**src/sv/grid_density_cluster_core_assert.svh**
```systemverilog
// ----------------------------------------------------------------------------
// Grid density clusterer assertion macros
// Concurrent checks that compile away when SYNTHESIS is defined.
// ----------------------------------------------------------------------------
`ifndef GRID_DENSITY_CLUSTER_CORE_ASSERT_SVH
`define GRID_DENSITY_CLUSTER_CORE_ASSERT_SVH
`ifndef SYNTHESIS
// same-cycle implication
`define GDC_ASSERT_IMP(lbl, clk, rst, a, b) \
   lbl: assert property (@(posedge clk) disable iff (rst) (a) |-> (b)) \
      else $error("grid density cluster check failed");
// next-cycle implication
`define GDC_ASSERT_NXT(lbl, clk, rst, a, b) \
   lbl: assert property (@(posedge clk) disable iff (rst) (a) |=> (b)) \
      else $error("grid density cluster check failed");
`else
`define GDC_ASSERT_IMP(lbl, clk, rst, a, b)
`define GDC_ASSERT_NXT(lbl, clk, rst, a, b)
`endif
`endif

```
**src/sv/gdc_pkg.sv**
```systemverilog
// ----------------------------------------------------------------------------
// Grid density clusterer package
// Command codes, register indexes, configuration and result types.
// ----------------------------------------------------------------------------
`default_nettype none
package gdc_pkg;

   localparam logic [2:0] K_CLEAR = 3'd0;
   localparam logic [2:0] K_ADD   = 3'd1;
   localparam logic [2:0] K_RUN   = 3'd2;
   localparam logic [2:0] K_RCELL = 3'd3;
   localparam logic [2:0] K_RCLU  = 3'd4;

   localparam logic [2:0] CSR_CLAT  = 3'd0;
   localparam logic [2:0] CSR_CFWD  = 3'd1;
   localparam logic [2:0] CSR_MWID  = 3'd2;
   localparam logic [2:0] CSR_MHGT  = 3'd3;
   localparam logic [2:0] CSR_SCALE = 3'd4;
   localparam logic [2:0] CSR_THR   = 3'd5;

   localparam logic [15:0] CNT_MAX = 16'hFFFF;
   localparam logic [29:0] SUM_MAX = 30'h3FFF_FFFF;

   typedef struct packed {
      logic [23:0] center_lateral;
      logic [23:0] center_forward;
      logic [22:0] map_width;
      logic [22:0] map_height;
      logic [15:0] cell_scale;
      logic [19:0] core_thresh;
   } gdc_cfg_type;

   localparam gdc_cfg_type CFG_RESET = '{
      center_lateral:    24'd0,
      center_forward:    24'd0,
      map_width:         23'd10240,
      map_height:        23'd10240,
      cell_scale:        16'd2560,
      core_thresh:       20'd100
   };

   // first member sits in the high bits
   typedef struct packed {
      logic [29:0] cluster_points;
      logic        cluster_overflow;
      logic [8:0]  cluster_total;
      logic [7:0]  cell_cluster;
      logic        cell_labeled;
      logic [15:0] cell_count;
      logic [6:0]  grid_row;
      logic [6:0]  grid_col;
      logic        point_accepted;
   } gdc_rsp_type;

endpackage
`default_nettype wire

```
**src/sv/gdc_point_map.sv**
```systemverilog
// ----------------------------------------------------------------------------
// Point to cell mapper
// Two-stage pipe: map offset and bounds, then scale to a cell and range check.
// ----------------------------------------------------------------------------
`default_nettype none
module gdc_point_map
   import gdc_pkg::*;
#(
   parameter int GRID_COLS = 128,
   parameter int GRID_ROWS = 128
) (
   input  wire logic                         clock,
   input  wire logic                         en,
   input  wire logic [23:0]                  lateral_pos,
   input  wire logic [23:0]                  forward_pos,
   input  wire gdc_cfg_type                  cfg,
   output logic                              map_ok,
   output logic [$clog2(GRID_COLS)-1:0]      map_col,
   output logic [$clog2(GRID_ROWS)-1:0]      map_row
);
   localparam int CW = $clog2(GRID_COLS);
   localparam int RW = $clog2(GRID_ROWS);

   logic signed [25:0] px_s, py_s;
   logic               ok1_in;
   logic [22:0]        px_ff, py_ff;
   logic               ok1_ff;
   logic [38:0]        prod_c, prod_r;
   logic [20:0]        colw, roww;
   logic               ok_in, ok_ff;
   logic [CW-1:0]      col_ff;
   logic [RW-1:0]      row_ff;

   assign px_s = $signed({4'b0, cfg.map_width[22:1]}) + 26'($signed(lateral_pos))
               - 26'($signed(cfg.center_lateral));
   assign py_s = $signed({4'b0, cfg.map_height[22:1]}) - 26'($signed(forward_pos))
               + 26'($signed(cfg.center_forward));
   assign ok1_in = !forward_pos[23] && !px_s[25] && !py_s[25]
                && (px_s < $signed({3'b0, cfg.map_width}))
                && (py_s < $signed({3'b0, cfg.map_height}));

   always_ff @(posedge clock) begin
      if (en) begin
         px_ff  <= px_s[22:0];
         py_ff  <= py_s[22:0];
         ok1_ff <= ok1_in;
      end
   end

   // Q10 metres times Q8 cells per metre gives Q18 cells
   assign prod_c = 39'(px_ff) * 39'(cfg.cell_scale);
   assign prod_r = 39'(py_ff) * 39'(cfg.cell_scale);
   assign colw   = prod_c[38:18];
   assign roww   = prod_r[38:18];
   assign ok_in  = ok1_ff && (32'(colw) < GRID_COLS) && (32'(roww) < GRID_ROWS);

   always_ff @(posedge clock) begin
      ok_ff  <= ok_in;
      col_ff <= CW'(colw);
      row_ff <= RW'(roww);
   end

   assign map_ok  = ok_ff;
   assign map_col = col_ff;
   assign map_row = row_ff;
endmodule
`default_nettype wire

```
**config.mk**
```make
export PLATFORM = sky130hd
export DESIGN_NAME = gdc_point_map
export DESIGN_NICKNAME = d
export VERILOG_FILES = /design/src/sv/grid_density_cluster_core_assert.svh /design/src/sv/gdc_pkg.sv /design/src/sv/gdc_point_map.sv
export SDC_FILE = /design/constraint.sdc
export NUM_CORES = 2
export LEC_CHECK = 0
export BUFFER_PORTS_ARGS = -buffer_cell sky130_fd_sc_hd__buf_4
export CORE_UTILIZATION = 44
export DETAILED_ROUTE_END_ITERATION = 8
export PLACE_DENSITY_LB_ADDON = 0.12
export SLEW_MARGIN = 10
export SYNTH_ARGS = -nofsm -noshare
export SYNTH_HDL_FRONTEND = slang
export SYNTH_SLANG_ARGS = --single-unit
```
**constraint.sdc**
```tcl
create_clock -name clock -period 6.45 [get_ports clock]
set_clock_uncertainty 0.2 [all_clocks]
set_input_delay 0.645 -clock clock [delete_from_list [all_inputs] [get_ports clock]]
set_output_delay 0.645 -clock clock [all_outputs]
set_load 0.005 [all_outputs]
```
==> parameters.txt <==
Parameter                              Value

Critical path
  Worst path slowest cell    sky130_fd_sc_hd__fa_1
  Worst R2R Path Depth    22
  Worst Setup End Kind    flop
  Setup slack, reg-to-reg    -0.36 ns
  Largest stage delay, worst path    0.55 ns
  Worst setup path category    in2reg
  Most numerous cell on the critical path    sky130_fd_sc_hd__fa_1
  Worst setup SP type    primary input
  Data arrival time of the critical path    6.93 ns
  CP cell instances    buf_4 -> nand2_1 -> fa_1 -> inv_1 -> fa_1 -> fa_1 -> fa_1 -> fa_1 -> inv_1 -> fa_1 -> inv_2 -> ha_4 -> nand4_1 -> nor4_2 -> o211ai_1 -> nand3_1 -> buf_6 -> buf_6 -> nand2_8 -> o31ai_4 -> xnor2_1 -> nand4_1 -> nor4_2 -> and4b_1
  Worst EP required    6.57 ns
  CP max FO    16

Global route
  Busiest grt layer    met2
  Global-route wire length before repair    131000 um
  Via count of the first global-routing pass    25466
  Global Route met2 Usage    0.419
  Number of antenna violations at the first check in global routing    3
  Met3 Track Usage GR    0.0369
  Largest net degree at the start of global routing    48
  Total overflow reported by the global router    0
  Total routing usage reported by global routing    0.246
  Met1 Use GR    0.327

Detailed routing
  Initial DRC count    1030
  Total via count after detailed routing    23355
  Final Routed Wirelength    78500 um
  Routed Antenna Nets    0
  Routed length per instance    16.9 um
  Remaining design rule violation count    2
  Via density    5.03
  Initial DRT Pass Iterations    7

Layout
  ANT cells    0
  Count of fill cells added during filler insertion    6140
  Most used cells in the layout excluding fill and tap cells    sky130_fd_sc_hd__inv_1 (861), sky130_fd_sc_hd__fa_1 (614), sky130_fd_sc_hd__nand2_1 (505)
  Layout Nets    4899
  Ratio of cells with drive above 1 in the final layout    0.159
  Leading cell type in the layout, fill and taps excluded    sky130_fd_sc_hd__inv_1
  Final instance area    34900 um^2
  Synthesis-to-finish area growth    18.3%

Timing
  Unrepaired setup endpoints after global routing    true
  Crit path time final    6.81 ns
  Maximum clock frequency    0.147 GHz
  Final total negative setup slack    -0.362 ns
  Final period util    1.06
  Final setup violating endpoints    1
  Transition at the pin with the smallest max-transition slack    0.709 ns
  Worst rel slew slack    0.528
  Final worst setup slack    -0.362 ns
  Total count of hold-check failures in the final report    0
  Max-slew violation count    0

CTS
  CTS HTree Levels    3
  Buffer depth of the longest clock path    2
  Library cell used as clock root buffer    sky130_fd_sc_hd__clkbuf_16
  Clock buffer count from CTS    9
  Clock slew seen by the registers of the worst setup and hold paths    0.06 ns
  Clock Latency Late Sink    0.38 ns
  Clock tree from TritonCTS    yes
  Cts-stage hold buffer count    0
  Total number of clock tree sinks    62

Floorplanning
  Standard-cell rows    94
  DIE WIDTH    261 um
  Boundary Pins    195
  Vertical extent of the die    261 um
  Starting density of the core    0.447
  Area enclosed by the die boundary    68100 um^2
  Area of the placeable core    66100 um^2

Placed design
  Minimum setup slack after placement    -0.929 ns
  IO buf count    174
  Routability-driven placement congestion ratio    0.961
  Dpl cell area    34300 um^2
  HPWL after detailed placement    67700 um

Yosys
  Register area share after synthesis    0.0580
  Distinct cells, synth    74
  Prevailing post-synth register cell    sky130_fd_sc_hd__edfxtp_1
  Post-synthesis instance area    29500 um^2
  Synth Area per Inst    8.70 um^2
  Async set-or-reset flop fraction in the synthesized netlist    0
  Count of mapped cells out of synthesis    3391
  Post-Syn Nets    4513
  Number of flops mapped to enable cells by yosys    47
  Yosys warning total    0
  Seq cells post-synth    62

Status
  Status    finished with violations
  Failing checks    DRC, setup timing

Worst hold path
  Worst hold path class    in2reg
  Number of cells on the worst hold path    2

Job
  Max-capacitance violation count    0
[synthesized netlist by cell type (4+ instances only)]
cell type | instances | area, um^2
sky130_fd_sc_hd__nor4_1 | 8 | 50.1
sky130_fd_sc_hd__nand2b_1 | 12 | 75.1
sky130_fd_sc_hd__nand2_1 | 508 | 1910
sky130_fd_sc_hd__clkbuf_1 | 137 | 514
sky130_fd_sc_hd__a31o_2 | 5 | 43.8
sky130_fd_sc_hd__mux2i_1 | 6 | 60.1
sky130_fd_sc_hd__edfxtp_1 | 47 | 1410
sky130_fd_sc_hd__or2_2 | 6 | 37.5
sky130_fd_sc_hd__o22ai_1 | 4 | 25.0
sky130_fd_sc_hd__dfxtp_1 | 15 | 300
sky130_fd_sc_hd__ha_1 | 316 | 3950
sky130_fd_sc_hd__and3_1 | 8 | 50.1
sky130_fd_sc_hd__or3_1 | 7 | 43.8
sky130_fd_sc_hd__a211oi_1 | 15 | 113
sky130_fd_sc_hd__fa_1 | 626 | 12500
sky130_fd_sc_hd__o211ai_1 | 10 | 75.1
sky130_fd_sc_hd__nor3b_1 | 4 | 30.0
sky130_fd_sc_hd__nand4_1 | 19 | 119
sky130_fd_sc_hd__nor2_1 | 55 | 206
sky130_fd_sc_hd__inv_1 | 866 | 3250
sky130_fd_sc_hd__nor2b_1 | 11 | 68.8
sky130_fd_sc_hd__nand3_1 | 24 | 120
sky130_fd_sc_hd__a211o_1 | 5 | 43.8
sky130_fd_sc_hd__o21ai_0 | 45 | 225
sky130_fd_sc_hd__a21o_1 | 43 | 323
sky130_fd_sc_hd__o21ai_1 | 13 | 65.1
sky130_fd_sc_hd__a21oi_1 | 93 | 465
sky130_fd_sc_hd__nor3_1 | 19 | 95.1
sky130_fd_sc_hd__o2111ai_1 | 5 | 43.8
sky130_fd_sc_hd__a31oi_1 | 15 | 93.8
sky130_fd_sc_hd__o21a_1 | 10 | 75.1
sky130_fd_sc_hd__and2_1 | 294 | 1840
sky130_fd_sc_hd__o31ai_1 | 4 | 30.0
sky130_fd_sc_hd__xnor2_1 | 51 | 447
sky130_fd_sc_hd__xor2_1 | 20 | 175
sky130_fd_sc_hd__o21bai_1 | 14 | 105
[final timing paths]
kind | start | to
max | cfg[30] | map_ok
min | lateral_pos[0] | px_ff[0]
max reg2reg | px_ff[4] | map_ok
min reg2reg | ok1_ff | map_ok
[worst max-delay path, delay by kind of cell]
kind / cells / cell delay (ns)
AOI/OAI and AO/OA: 2 / 0.49
xor gates and xnor gates: 1 / 0.15
adders and majority gates: 7 / 3.41
buffers and inverters: 6 / 0.67
and+or+nand+nor: 8 / 1.56
[repair_timing]
action                     CTS  global route
resized for setup           24            26
setup endpoints to repair    2             2
cloned                       0             0
pin swaps                   23            29
setup buffers               16             4
[cell families after synthesis]
| logic type | share of synthesized area |
|---|---|
| muxes | 0.00242 |
| buffers and inverters | 0.128 |
| and+or+nand+nor | 0.162 |
| adders and majority gates | 0.559 |
| AOI/OAI and AO/OA | 0.0705 |
| xor gates and xnor gates | 0.0211 |
| DFF | 0.0580 |
[metrics by stage]
stage               hold WS (ns)  utilization  std cells
finish                     0.413        0.528       4646
floorplan                  0.557            -       3391
CTS                        0.386        0.526       4642
global route               0.409        0.528       4646
global placement           0.779        0.518       4610
detailed placement         0.795        0.518       4610
[layout make-up]
cell class | count | area (um^2) | share of cell area
Clock inverter | 5 | 75.1 | 0.00215
Tap cell | 864 | 1080 | 0.0310
Clock buffer | 11 | 233 | 0.00666
Inverter | 867 | 3250 | 0.0932
Sequential cell | 62 | 1710 | 0.0490
Timing Repair Buffer | 512 | 4260 | 0.122
Multi-Input combinational cell | 2325 | 24300 | 0.696
[registers in the layout, indices dropped and copies added (netlist names)]
signal and cells:
px_ff 23, py_ff 23, map_col 7, map_row 7, map_ok 1, ok1_ff 1
[per-layer routing]
metal / routed length (um) / vias to the layer above
met4: 1790 / 4
met1: 33800 / 11800
li1: - / 10931
met5: 24 / -
met3: 4260 / 90
met2: 38700 / 530
Power is left out: the tool's default activity adds up to more than one toggle a clock period on the data nets, which glitch-free logic cannot reach.
